File: config.mk
export PLATFORM = sky130hd
export DESIGN_NAME = array_linked_list_engine
export DESIGN_NICKNAME = d
export VERILOG_FILES = /design/src/rtl/alle_pkg.sv /design/src/rtl/alle_front.sv /design/src/rtl/alle_queue.sv /design/src/rtl/alle_back.sv /design/src/rtl/array_linked_list_engine.sv
export SDC_FILE = /design/constraint.sdc
export NUM_CORES = 2
export LEC_CHECK = 0
export BUFFER_PORTS_ARGS = -buffer_cell sky130_fd_sc_hd__buf_4
export CAP_MARGIN = 20
export CORE_MARGIN = 2
export CORE_UTILIZATION = 45
export CTS_CLUSTER_DIAMETER = 50
export DETAILED_ROUTE_END_ITERATION = 10
export PLACE_DENSITY_LB_ADDON = 0.25
export SKIP_CTS_REPAIR_TIMING = 1
export SYNTH_ARGS = -nofsm -noshare
export SYNTH_HDL_FRONTEND = slang
export SYNTH_HIERARCHICAL = 1
export SYNTH_SLANG_ARGS = --single-unit
File: constraint.sdc
create_clock -name clk -period 6.7 [get_ports clk]
set_clock_uncertainty 0.2 [all_clocks]
set_input_delay 1.005 -clock clk [delete_from_list [all_inputs] [get_ports clk]]
set_output_delay 1.005 -clock clk [all_outputs]
set_load 0.02 [all_outputs]
File: src/rtl/alle_pkg.sv
// Shared types and constants for the array linked list engine.
package alle_pkg;

  localparam int QUEUE_DEPTH = 2;

  localparam logic [2:0] KIND_READ   = 3'd0;
  localparam logic [2:0] KIND_WRITE  = 3'd1;
  localparam logic [2:0] KIND_APPEND = 3'd2;
  localparam logic [2:0] KIND_INSERT = 3'd3;
  localparam logic [2:0] KIND_REMOVE = 3'd4;
  localparam logic [2:0] KIND_SEARCH = 3'd5;

  localparam logic [1:0] ST_OK    = 2'd0;
  localparam logic [1:0] ST_RANGE = 2'd1;
  localparam logic [1:0] ST_FULL  = 2'd2;
  localparam logic [1:0] ST_MISS  = 2'd3;

  typedef enum logic [2:0] {
    OP_READ,
    OP_WRITE,
    OP_APPEND,
    OP_INSERT,
    OP_REMOVE,
    OP_SEARCH,
    OP_NONE
  } op_t;

  typedef struct packed {
    op_t         op;
    logic [5:0]  pos;
    logic [31:0] value;
  } cmd_t;

  typedef struct packed {
    logic init_busy;
  } back_stat_t;

  typedef enum logic [4:0] {
    S_INIT,
    S_IDLE,
    S_WALK,
    S_VAL_RD,
    S_VAL_GOT,
    S_TAKE,
    S_TAKE_GOT,
    S_APP_LINK,
    S_INS_RD,
    S_INS_GOT,
    S_INS_SET,
    S_REM_PREV,
    S_REM_PGOT,
    S_REM_RD,
    S_REM_GOT,
    S_REM_FREE,
    S_SRCH,
    S_DONE
  } state_t;

endpackage

File: src/rtl/alle_front.sv
// Front end: accepts commands and decodes the kind into an operation.
module alle_front (
  input  logic                in_valid,
  output logic                in_stall,
  input  logic [2:0]          kind,
  input  logic [5:0]          position,
  input  logic signed [31:0]  item_value,
  input  alle_pkg::back_stat_t bstat,
  input  logic                q_full,
  output logic                q_push,
  output alle_pkg::cmd_t      q_cmd
);
  import alle_pkg::*;

  op_t op;

  always_comb begin
    unique case (kind)
      KIND_READ:   op = OP_READ;
      KIND_WRITE:  op = OP_WRITE;
      KIND_APPEND: op = OP_APPEND;
      KIND_INSERT: op = OP_INSERT;
      KIND_REMOVE: op = OP_REMOVE;
      KIND_SEARCH: op = OP_SEARCH;
      default:     op = OP_NONE;
    endcase
  end

  assign in_stall    = q_full || bstat.init_busy;
  assign q_push      = in_valid && !in_stall;
  assign q_cmd.op    = op;
  assign q_cmd.pos   = position;
  assign q_cmd.value = $unsigned(item_value);

endmodule

File: src/rtl/alle_queue.sv
// Short command queue between the front end and the back end.
module alle_queue (
  input  logic           clk,
  input  logic           rst,
  input  logic           push,
  input  alle_pkg::cmd_t push_cmd,
  output logic           full,
  input  logic           pop,
  output logic           nonempty,
  output alle_pkg::cmd_t head_cmd
);
  import alle_pkg::*;

  localparam int PW = $clog2(QUEUE_DEPTH);

  cmd_t             entries [QUEUE_DEPTH];
  logic [PW-1:0]    wr_ptr;
  logic [PW-1:0]    rd_ptr;
  logic [PW:0]      fill;
  logic             do_push;
  logic             do_pop;

  assign full     = fill == (PW+1)'(QUEUE_DEPTH);
  assign nonempty = fill != '0;
  assign head_cmd = entries[rd_ptr];
  assign do_push  = push && !full;
  assign do_pop   = pop && nonempty;

  always_ff @(posedge clk) begin
    if (rst) begin
      wr_ptr <= '0;
      rd_ptr <= '0;
      fill   <= '0;
    end else begin
      if (do_push) begin
        wr_ptr <= (wr_ptr == PW'(QUEUE_DEPTH - 1)) ? '0 : wr_ptr + 1'b1;
      end
      if (do_pop) begin
        rd_ptr <= (rd_ptr == PW'(QUEUE_DEPTH - 1)) ? '0 : rd_ptr + 1'b1;
      end
      if (do_push && !do_pop) begin
        fill <= fill + 1'b1;
      end else if (do_pop && !do_push) begin
        fill <= fill - 1'b1;
      end
    end
  end

  always_ff @(posedge clk) begin
    if (do_push) begin
      entries[wr_ptr] <= push_cmd;
    end
  end

endmodule

File: src/rtl/alle_back.sv
// Back end: node store, free chain and the sequencer that carries out commands.
module alle_back #(
  parameter int NODE_COUNT = 64,
  parameter int VALUE_BITS = 32
) (
  input  logic                 clk,
  input  logic                 rst,
  input  logic                 q_nonempty,
  input  alle_pkg::cmd_t       q_cmd,
  output logic                 q_pop,
  output alle_pkg::back_stat_t bstat,
  output logic                 out_valid,
  input  logic                 out_stall,
  output logic [1:0]           status,
  output logic signed [31:0]   result_value,
  output logic [5:0]           found_position,
  output logic [6:0]           list_length
);
  import alle_pkg::*;

  localparam int IW   = (NODE_COUNT > 1) ? $clog2(NODE_COUNT) : 1;
  localparam int LW   = $clog2(NODE_COUNT + 1);
  localparam int CMPW = (LW > 6) ? LW : 6;
  localparam logic [LW-1:0] NONE = LW'(NODE_COUNT);

  logic [VALUE_BITS-1:0] value_mem [NODE_COUNT];
  logic [LW-1:0]         link_mem  [NODE_COUNT];

  logic [IW-1:0]         link_ra, link_wa, value_ra, value_wa;
  logic [LW-1:0]         link_wd, link_rd;
  logic [VALUE_BITS-1:0] value_wd, value_rd;
  logic                  link_we, value_we;

  state_t                state, state_next, ret, ret_next;
  cmd_t                  cmd, cmd_next;
  logic [LW-1:0]         cur, cur_next, fnode, fnode_next, vnode, vnode_next;
  logic [LW-1:0]         walk_left, walk_left_next, idx, idx_next;
  logic                  from_mem, from_mem_next;
  logic [LW-1:0]         head, head_next, free_head, free_head_next;
  logic [LW-1:0]         count, count_next;
  logic [IW-1:0]         init_idx, init_idx_next;
  logic [1:0]            res_status, res_status_next;
  logic [VALUE_BITS-1:0] res_rv, res_rv_next;
  logic [LW-1:0]         res_fpos, res_fpos_next;
  logic                  out_valid_next;
  logic [1:0]            status_next;
  logic [VALUE_BITS-1:0] out_rv, out_rv_next;
  logic [5:0]            found_position_next;
  logic [6:0]            list_length_next;

  logic                  in_range, full;
  logic [LW-1:0]         walk_node;
  logic [VALUE_BITS-1:0] cmd_v;

  assign bstat.init_busy = state == S_INIT;
  assign result_value    = 32'(out_rv);
  assign full            = count >= NONE || free_head == NONE;
  assign in_range        = CMPW'(q_cmd.pos) < CMPW'(count);
  assign cmd_v           = VALUE_BITS'(cmd.value);
  assign walk_node       = from_mem ? link_rd : cur;

  always_ff @(posedge clk) begin
    if (link_we) begin
      link_mem[link_wa] <= link_wd;
    end
    link_rd <= link_mem[link_ra];
  end

  always_ff @(posedge clk) begin
    if (value_we) begin
      value_mem[value_wa] <= value_wd;
    end
    value_rd <= value_mem[value_ra];
  end

  always_ff @(posedge clk) begin
    if (rst) begin
      state     <= S_INIT;
      init_idx  <= '0;
      head      <= NONE;
      free_head <= '0;
      count     <= '0;
      out_valid <= 1'b0;
    end else begin
      state     <= state_next;
      init_idx  <= init_idx_next;
      head      <= head_next;
      free_head <= free_head_next;
      count     <= count_next;
      out_valid <= out_valid_next;
    end
  end

  always_ff @(posedge clk) begin
    ret            <= ret_next;
    cmd            <= cmd_next;
    cur            <= cur_next;
    fnode          <= fnode_next;
    vnode          <= vnode_next;
    walk_left      <= walk_left_next;
    idx            <= idx_next;
    from_mem       <= from_mem_next;
    res_status     <= res_status_next;
    res_rv         <= res_rv_next;
    res_fpos       <= res_fpos_next;
    status         <= status_next;
    out_rv         <= out_rv_next;
    found_position <= found_position_next;
    list_length    <= list_length_next;
  end

  always_comb begin
    state_next          = state;
    ret_next            = ret;
    cmd_next            = cmd;
    cur_next            = cur;
    fnode_next          = fnode;
    vnode_next          = vnode;
    walk_left_next      = walk_left;
    idx_next            = idx;
    from_mem_next       = from_mem;
    head_next           = head;
    free_head_next      = free_head;
    count_next          = count;
    init_idx_next       = init_idx;
    res_status_next     = res_status;
    res_rv_next         = res_rv;
    res_fpos_next       = res_fpos;
    status_next         = status;
    out_rv_next         = out_rv;
    found_position_next = found_position;
    list_length_next    = list_length;
    out_valid_next      = out_valid && out_stall;
    q_pop               = 1'b0;
    link_ra             = '0;
    value_ra            = '0;
    link_we             = 1'b0;
    link_wa             = '0;
    link_wd             = '0;
    value_we            = 1'b0;
    value_wa            = '0;
    value_wd            = '0;

    unique case (state)
      S_INIT: begin
        link_we = 1'b1;
        link_wa = init_idx;
        if (init_idx == IW'(NODE_COUNT - 1)) begin
          link_wd    = NONE;
          state_next = S_IDLE;
        end else begin
          link_wd       = LW'(init_idx) + 1'b1;
          init_idx_next = init_idx + 1'b1;
        end
      end
      S_IDLE: begin
        if (q_nonempty) begin
          q_pop           = 1'b1;
          cmd_next        = q_cmd;
          res_status_next = ST_OK;
          res_rv_next     = '0;
          res_fpos_next   = '0;
          cur_next        = head;
          from_mem_next   = 1'b0;
          state_next      = S_DONE;
          unique case (q_cmd.op)
            OP_READ, OP_WRITE: begin
              if (!in_range) begin
                res_status_next = ST_RANGE;
              end else begin
                walk_left_next = LW'(q_cmd.pos);
                ret_next       = S_VAL_RD;
                state_next     = S_WALK;
              end
            end
            OP_APPEND: begin
              if (full) begin
                res_status_next = ST_FULL;
              end else begin
                state_next = S_TAKE;
              end
            end
            OP_INSERT: begin
              if (!in_range) begin
                res_status_next = ST_RANGE;
              end else if (full) begin
                res_status_next = ST_FULL;
              end else begin
                state_next = S_TAKE;
              end
            end
            OP_REMOVE: begin
              if (!in_range) begin
                res_status_next = ST_RANGE;
              end else if (q_cmd.pos == '0) begin
                vnode_next = head;
                state_next = S_REM_RD;
              end else begin
                walk_left_next = LW'(q_cmd.pos) - 1'b1;
                ret_next       = S_REM_PREV;
                state_next     = S_WALK;
              end
            end
            OP_SEARCH: begin
              if (count == '0) begin
                res_status_next = ST_MISS;
              end else begin
                link_ra    = IW'(head);
                value_ra   = IW'(head);
                idx_next   = '0;
                state_next = S_SRCH;
              end
            end
            default: begin
              res_status_next = ST_OK;
            end
          endcase
        end
      end
      S_WALK: begin
        cur_next = walk_node;
        if (walk_left == '0) begin
          state_next = ret;
        end else begin
          link_ra        = IW'(walk_node);
          from_mem_next  = 1'b1;
          walk_left_next = walk_left - 1'b1;
        end
      end
      S_VAL_RD: begin
        value_ra   = IW'(cur);
        state_next = S_VAL_GOT;
      end
      S_VAL_GOT: begin
        res_rv_next = value_rd;
        if (cmd.op == OP_WRITE) begin
          value_we = 1'b1;
          value_wa = IW'(cur);
          value_wd = cmd_v;
        end
        state_next = S_DONE;
      end
      S_TAKE: begin
        link_ra    = IW'(free_head);
        state_next = S_TAKE_GOT;
      end
      S_TAKE_GOT: begin
        fnode_next     = free_head;
        free_head_next = link_rd;
        count_next     = count + 1'b1;
        value_we       = 1'b1;
        value_wa       = IW'(free_head);
        value_wd       = cmd_v;
        link_we        = 1'b1;
        link_wa        = IW'(free_head);
        link_wd        = NONE;
        cur_next       = head;
        from_mem_next  = 1'b0;
        state_next     = S_DONE;
        if (cmd.op == OP_APPEND) begin
          if (count == '0) begin
            head_next = free_head;
          end else begin
            walk_left_next = count - 1'b1;
            ret_next       = S_APP_LINK;
            state_next     = S_WALK;
          end
        end else if (cmd.pos == '0) begin
          link_wd   = head;
          head_next = free_head;
        end else begin
          walk_left_next = LW'(cmd.pos) - 1'b1;
          ret_next       = S_INS_RD;
          state_next     = S_WALK;
        end
      end
      S_APP_LINK: begin
        link_we    = 1'b1;
        link_wa    = IW'(cur);
        link_wd    = fnode;
        state_next = S_DONE;
      end
      S_INS_RD: begin
        link_ra    = IW'(cur);
        state_next = S_INS_GOT;
      end
      S_INS_GOT: begin
        link_we    = 1'b1;
        link_wa    = IW'(fnode);
        link_wd    = link_rd;
        state_next = S_INS_SET;
      end
      S_INS_SET: begin
        link_we    = 1'b1;
        link_wa    = IW'(cur);
        link_wd    = fnode;
        state_next = S_DONE;
      end
      S_REM_PREV: begin
        link_ra    = IW'(cur);
        state_next = S_REM_PGOT;
      end
      S_REM_PGOT: begin
        vnode_next = link_rd;
        state_next = S_REM_RD;
      end
      S_REM_RD: begin
        link_ra    = IW'(vnode);
        value_ra   = IW'(vnode);
        state_next = S_REM_GOT;
      end
      S_REM_GOT: begin
        res_rv_next = value_rd;
        if (cmd.pos == '0) begin
          head_next = link_rd;
        end else begin
          link_we = 1'b1;
          link_wa = IW'(cur);
          link_wd = link_rd;
        end
        state_next = S_REM_FREE;
      end
      S_REM_FREE: begin
        link_we        = 1'b1;
        link_wa        = IW'(vnode);
        link_wd        = free_head;
        free_head_next = vnode;
        count_next     = count - 1'b1;
        state_next     = S_DONE;
      end
      S_SRCH: begin
        if (value_rd == cmd_v) begin
          res_fpos_next = idx;
          state_next    = S_DONE;
        end else if (idx + 1'b1 >= count) begin
          res_status_next = ST_MISS;
          state_next      = S_DONE;
        end else begin
          link_ra  = IW'(link_rd);
          value_ra = IW'(link_rd);
          idx_next = idx + 1'b1;
        end
      end
      S_DONE: begin
        if (!out_valid || !out_stall) begin
          out_valid_next      = 1'b1;
          status_next         = res_status;
          out_rv_next         = res_rv;
          found_position_next = 6'(res_fpos);
          list_length_next    = 7'(count);
          state_next          = S_IDLE;
        end
      end
      default: begin
        state_next = S_IDLE;
      end
    endcase
  end

endmodule

File: src/rtl/array_linked_list_engine.sv
// Top level of the array linked list engine: front end, command queue and back end.
//
//   Channel  Handshake           Payload
//   command  in_valid/in_stall   kind, position, item_value
//   result   out_valid/out_stall status, result_value, found_position, list_length
//
// A command follows the list one link at a time, since the link store gives one
// read per cycle; the longest command is a remove at the last position.
// After reset the link store is initialized as the free chain, and in_stall is
// high during that time.
// Reset is synchronous and active high. The two-entry queue lets commands
// enter while the back end works or while a result waits under out_stall.
module array_linked_list_engine #(
  parameter int NODE_COUNT = 64,
  parameter int VALUE_BITS = 32
) (
  input  logic               clk,
  input  logic               rst,
  input  logic               in_valid,
  output logic               in_stall,
  input  logic [2:0]         kind,
  input  logic [5:0]         position,
  input  logic signed [31:0] item_value,
  output logic               out_valid,
  input  logic               out_stall,
  output logic [1:0]         status,
  output logic signed [31:0] result_value,
  output logic [5:0]         found_position,
  output logic [6:0]         list_length
);
  import alle_pkg::*;

  back_stat_t bstat;
  cmd_t       push_cmd;
  cmd_t       head_cmd;
  logic       q_push;
  logic       q_full;
  logic       q_pop;
  logic       q_nonempty;

  alle_front u_front (
    .in_valid   (in_valid),
    .in_stall   (in_stall),
    .kind       (kind),
    .position   (position),
    .item_value (item_value),
    .bstat      (bstat),
    .q_full     (q_full),
    .q_push     (q_push),
    .q_cmd      (push_cmd)
  );

  alle_queue u_queue (
    .clk      (clk),
    .rst      (rst),
    .push     (q_push),
    .push_cmd (push_cmd),
    .full     (q_full),
    .pop      (q_pop),
    .nonempty (q_nonempty),
    .head_cmd (head_cmd)
  );

  alle_back #(
    .NODE_COUNT (NODE_COUNT),
    .VALUE_BITS (VALUE_BITS)
  ) u_back (
    .clk            (clk),
    .rst            (rst),
    .q_nonempty     (q_nonempty),
    .q_cmd          (head_cmd),
    .q_pop          (q_pop),
    .bstat          (bstat),
    .out_valid      (out_valid),
    .out_stall      (out_stall),
    .status         (status),
    .result_value   (result_value),
    .found_position (found_position),
    .list_length    (list_length)
  );

endmodule

Word level (Yosys, flattened, before mapping)
Memories as Yosys holds them, arrays and structs flattened. A register that Yosys moved wholly into a read port is not among the register bits.
Cells that the tools add are included.

word-level totals
  register bits = 205
  memory bits (writable) = 2578
  bits of input ports = 45
  output and inout bits = 49
  memories kept = 3

cells by class
  $add $sub $neg = 12
  order comparisons = 3
  eq/ne operators = 57
  mux-type cells = 114
  bitwise logic cells = 1
  reduce and logical (&&, ||, !) cells = 52

memories
  name              words  bits a word  rd ports  clocked after memory_dff  write ports  line              RTL
  u_back.value_mem  64     32           1         1                         1            alle_back.sv:26   logic [VALUE_BITS-1:0] value_mem [NODE_COUNT];
  u_back.link_mem   64     7            1         1                         1            alle_back.sv:27   logic [LW-1:0] link_mem [NODE_COUNT];
  u_queue.entries   2      41           1         1                         1            alle_queue.sv:16  cmd_t entries [QUEUE_DEPTH];

operators by type and width
  operator                                                number
  2-to-1 mux 7 bit                                        25
  case mux 32 bit (2 select lines)                        2
  2-to-1 mux 5 bit                                        20
  case mux 7 bit (2 select lines)                         6
  case mux 5 bit (15 select lines)                        1
  2-to-1 mux 6 bit                                        12
  case mux 6 bit (6 select lines)                         2
  2-to-1 mux 32 bit                                       2
  case mux 7 bit (6 select lines)                         1
  equality test 5 x 4 -> 1 bit (second input constant)    8
  equality test 32 bit                                    1
  case mux 5 bit (5 select lines)                         1
  case mux 6 bit (2 select lines)                         2
  case mux 6 bit (4 select lines)                         1
  case mux 7 bit (3 select lines)                         1
  equality test 5 x 3 -> 1 bit (second input constant)    4
  2-to-1 mux 1 bit                                        20
  case mux 5 bit (2 select lines)                         2
  inequality test 2 x 1 -> 1 bit (second input constant)  9
  case mux 3 bit (6 select lines)                         1
  case mux 6 bit (3 select lines)                         1
  2-to-1 mux 2 bit                                        8
  nonzero test 2 bit                                      8
  equality test 3 x 2 -> 1 bit (second input constant)    5
  other kinds (48)                                        96

Depth between registers and ports, before layout
  depth after elaboration = 9
  gate-level depth with buffers = 20

By module
Netlist, hierarchy kept.

modules (own cells, without submodules)
  module      times used  cells an instance  area an instance (µm²)
  alle_back   1           7923               108430.2
  alle_queue  1           153                3169.3
  alle_front  1           43                 314.1

Least setup slack after synthesis
No wires, ideal clock.

  path type = flip-flop to flip-flop
  from = reg u_back.state[4]
  to = mem u_back.value_mem[20][0], enable pin
  data arrival time = 3582 ps
  data required time = 6079 ps
  setup slack = 2496 ps
  cell stages (with the launch flop) = 10
  buffers on the path = 2
  clock period less this slack = 4204 ps
  path through = dfxtp_1 -> nand2b_1 -> clkbuf_1 -> or3_1 -> clkbuf_1 -> clkinv_1 -> nand2_1 -> a21boi_0 -> nand4_1 -> nor2_1

on the way
  cells in the longest elaborated chain, start to end = 4
  elaborated cells between the ends (all ways) = 6
  classes of those cells = eq/ne: 2; mux: 4

RTL lines
  item                                    line              RTL
  start, declared                         alle_back.sv:34   state_t state, state_next, ret, ret_next;
  start signal, assigned                  alle_back.sv:85   state <= state_next;
  equality test 5 x 3 -> 1 bit            alle_back.sv:144  unique case (state)
  case mux 1 bit (2 select lines)         alle_back.sv:144
  2-to-1 mux 1 bit                        alle_back.sv:70   if (value_we) begin
  2-to-1 mux 1 bit (implied by the code)  alle_back.sv:71   value_mem[value_wa] <= value_wd;
  end, declared                           alle_back.sv:26

Parallel ways exist; a longest one is shown, timed or not.

Final worst setup path
  from = reg u_back.idx[0]
  to = reg u_back.value_rd[28] (read register of u_back.value_mem)

on the way
  cells in the longest elaborated chain, start to end = 5

RTL lines
  item                               line              RTL
  start, declared                    alle_back.sv:37   logic [LW-1:0] walk_left, walk_left_next, idx, idx_next;
  start signal, assigned             alle_back.sv:101  idx <= idx_next;
  adder 7 x 1 -> 7 bit               alle_back.sv:335  end else if (idx + 1'b1 >= count) begin
  greater-or-equal comparator 7 bit  alle_back.sv:335
  2-to-1 mux 6 bit                   alle_back.sv:335
  2-to-1 mux 6 bit                   alle_back.sv:332  if (value_rd == cmd_v) begin
  case mux 6 bit (4 select lines)    alle_back.sv:144
  end, declared                      alle_back.sv:31   logic [VALUE_BITS-1:0] value_wd, value_rd;

No other way between the ends.
A chain may end at the register's enable or synchronous reset.

==> results.toml <==
[detailed_routing]
ant_nets = 0
wl_mm = 322.8
highest_layer = "met5"
drtPass1Iterations = 9
vias = 71353
met2_length_mm = 147.1
wl_met3_mm = 34.32
wl_per_cell_um = 27.15
viasPerCell = 6.001
drt_iter0_drc = 10258
drc = 0
met1_length_mm = 133.2

[floorplanning]
dieArea_um2 = 252700
die_h_um = 502.7
num_io_pins = 94
rows = 183
start_util_pct = 45.13
core-area_um2 = 248000
fp.dieW_um = 502.7

[timing]
finalCritPeriodShare_pct = 89.43
finalHoldViolations = 0
layout_min_cycle_time_ps = 5992
worstMarginPinSlew_ps = 1227
setup_viol = 0
setup_slack_ps = 708.2
final-max-slew-violation-count = 0
max_freq_mhz = 166.9
tns_ps = 0
rsz0062_at_grt = "false"
relSlewSlack_pct = 18.22

[worst_setup_path]
rr_worst_depth = 19
cp.required_ps = 7290
crit_chain = "ha_1 > nand3_1 > nor2_1 > xor2_1 > ha_1 > nand2_1 > nor3_1 > a211oi_4 > buf_4 > o211a_4 > nor3_4 > buf_12 > buf_12 > buf_4 > buf_4 > nand2_1 > a31oi_1 > nand4_1 > a31oi_2"
r2r_slack_ps = 710
worstSetupPathType = "reg2reg"
startpoint_type = "register"
cp_slowest_cell = "a31oi_2"
timing.rr.end = "u_back/value_rd[28]"
reg2reg_from = "u_back/idx[0]"
critPathLaunch = "u_back/idx[0]"
crit_path_end = "u_back/value_rd[28]"
worst_path_most_repeated_cell = "buf_4"
critPathMaxStageDelay_ps = 840
endpoint_kind = "register"
arrival_ps = 6580
crit_path_max_fanout = 35

[run]
drv_cap = 0

[placed_design]
place_area_um2 = 118100
place_ws_ps = 776.6
gp_congestion = 0.8883
port_buffers = 93
post-dp-hpwl_mm = 190.2

[clock_network]
cts.root.buffer_cell = "clkbuf_16"
cts_tree = "yes"
clk_pin_slew_ps = 60
cts_max_path_buffers = 4
numCtsBuffers = 314
htreeDepth = 5
clock_latency_ps = 970
clock-sinks = 2821

[yosys]
synth_area_per_cell_um2 = 13.78
netlist_area_um2 = 111900
synthMuxAreaShare_pct = 2.405
syn-instance-count = 8119
synth.ff_latch_count = 2821
synth_top_area_cell = "edfxtp_1"
synthArstFlopShare_pct = 0
synthTopCellsByArea = "edfxtp_1, nand2_1, nand3_1"
synth_compound_area_share_pct = 6.316
synth_top_family_by_area = "simple AND/OR/NAND/NOR gates"
synth.distinct_cells = 85
yosys.area_share.simple_pct = 13.14
synth_edf_count = 2744
ys.flop_type = "edfxtp_1"
yosysMostFrequentCell = "edfxtp_1"
syn_nets = 8186
ys_seq_area_share_pct = 75.00
yosysWarnings = 6
synth-adder-area-share_pct = 0.2460
synth_top_area_share_pct = 73.63
synth_xor_area_share_pct = 0.5556
synth_common_cells = "edfxtp_1, nand2_1, nand3_1"

[power_and_ir_drop]
switching_share_pct = 20.02
leakagePower_nw = 45.15
p_per_area_nw_per_um2 = 286.1
p_seq_share_pct = 53.0
peakVddDrop_mv = 0.1928
combPwrFrac_pct = 1.6
pwr-share-clk_pct = 45.4
internal_power_mw = 29.35
power.switching_mw = 7.348

[finish]
fill_cells = 20436
final_cell_area_um2 = 128300
final_layout_size_suffix_gt1_share_pct = 12.53
nets = 8396
areaGrowthSynthToFinish_pct = 14.64

[global_route]
grt_pass1_wl_mm = 465.5
grt_max_degree = 126
antenna_found_initial = 12
grt_remaining_overflow = 0
grt_pass1_vias = 67254
groute.usage.overall_pct = 24.95

[status]
status = "complete, no violations"

[min_path]
hold_depth = 1
min_path_type = "in2reg"
## layer usage
layer | GRT usage (%) | vias to the layer above
met5 | 0 | -
met4 | 6.873 | 8
met3 | 5.135 | 502
met2 | 38.27 | 3837
met1 | 36.17 | 36076
li1 | - | 30930
## worst max-delay path: cells and delay by family (launching register included)
kind | cells | cell delay, ps
compound gates | 4 | 1400
flops | 1 | 480
xor+xnor | 1 | 160
buf+inv | 5 | 1370
simple gates | 7 | 1580
fa+ha+maj | 2 | 580
## state kept, by name, indices dropped and copies added, names as in the netlist, 9 cells and up, named ones only
name	count
u_back/cmd_v	32
u_back/link_mem	448
u_queue/entries	82
u_back/value_mem	2048
u_back/res_rv	32
u_back/value_rd	32
u_back/result_value	32
u_back/cmd	9
## per-stage QoR
step	hold WS, ps	std cells	power, mW	utilization (%)
floorplan	200.3	8119	20.08	-
global placement	205.2	11319	20.38	47.60
detailed placement	204.5	11325	20.39	47.63
CTS	-36.84	11868	36.88	51.61
global route	-2.075	11888	37.61	51.74
finish	20.52	11890	36.70	51.74
## cell families after synthesis
kind of cell	after synthesis
AND/OR/NAND/NOR	3320
multiplexers	262
flip-flops	2821
buffers and inverters	568
AO/OA/AOI/OAI	1055
XOR/XNOR	71
adder cells (fa/ha/maj)	22
## cell type report
cell class	instances	area (um^2)	area share, %
sequential	2821	83940	65.43
clock buffer	384	8327	6.490
clock inverter	159	1543	1.202
inverter	29	108.9	0.08485
timing repair buffer	433	4128	3.217
tap	3330	4167	3.248
multi-input combinational	4730	26070	20.32
antenna	4	10.01	0.007802
## cells in the final DEF, fill, tap and decap left out, types with 21 or more instances in the layout
master,instances
edfxtp_1,2744
nand2_1,1887
nand3_1,696
buf_4,358
a31oi_1,323
clkbuf_16,319
a21oi_1,210
mux2i_1,207
and3_1,203
nor2_1,155
o22ai_1,125
a32oi_1,120
a211oi_1,94
dfxtp_1,76
nor2_4,67
buf_12,67
clkbuf_1,55
clkinv_1,53
mux2_2,52
xor2_1,50
nor4_1,48
clkinv_2,47
or4_1,44
and2_1,40
and2_2,33
o21ai_0,30
nor3_1,28
a22oi_1,28
bufinv_16,27
inv_1,26
o211ai_1,24
or3_1,23
nand4_1,23
ha_1,22
xnor2_1,21
## worst min path at each step
| stage | endpoint | start |
|---|---|---|
| floorplan | u_back/found_position[0] | u_back/res_fpos[0] |
| finish | u_queue/entries[1][13] | item_value[13] |
| CTS | u_queue/entries[1][6] | item_value[6] |
| global placement | u_back/result_value[15] | u_back/res_rv[15] |
| global route | u_queue/entries[1][5] | item_value[5] |
| detailed placement | u_back/result_value[27] | u_back/res_rv[27] |
## power groups by stage
stage	clock network (mW)	registers, mW	logic [mW]
5_1_grt	17.5	19.4	0.619
3_3_place_gp	0	19.8	0.568
2_1_floorplan	0	19.8	0.319
4_1_cts	16.9	19.4	0.584
3_5_place_dp	0	19.8	0.581
6_report	16.7	19.4	0.586
Power figures use the tool's default switching activity.
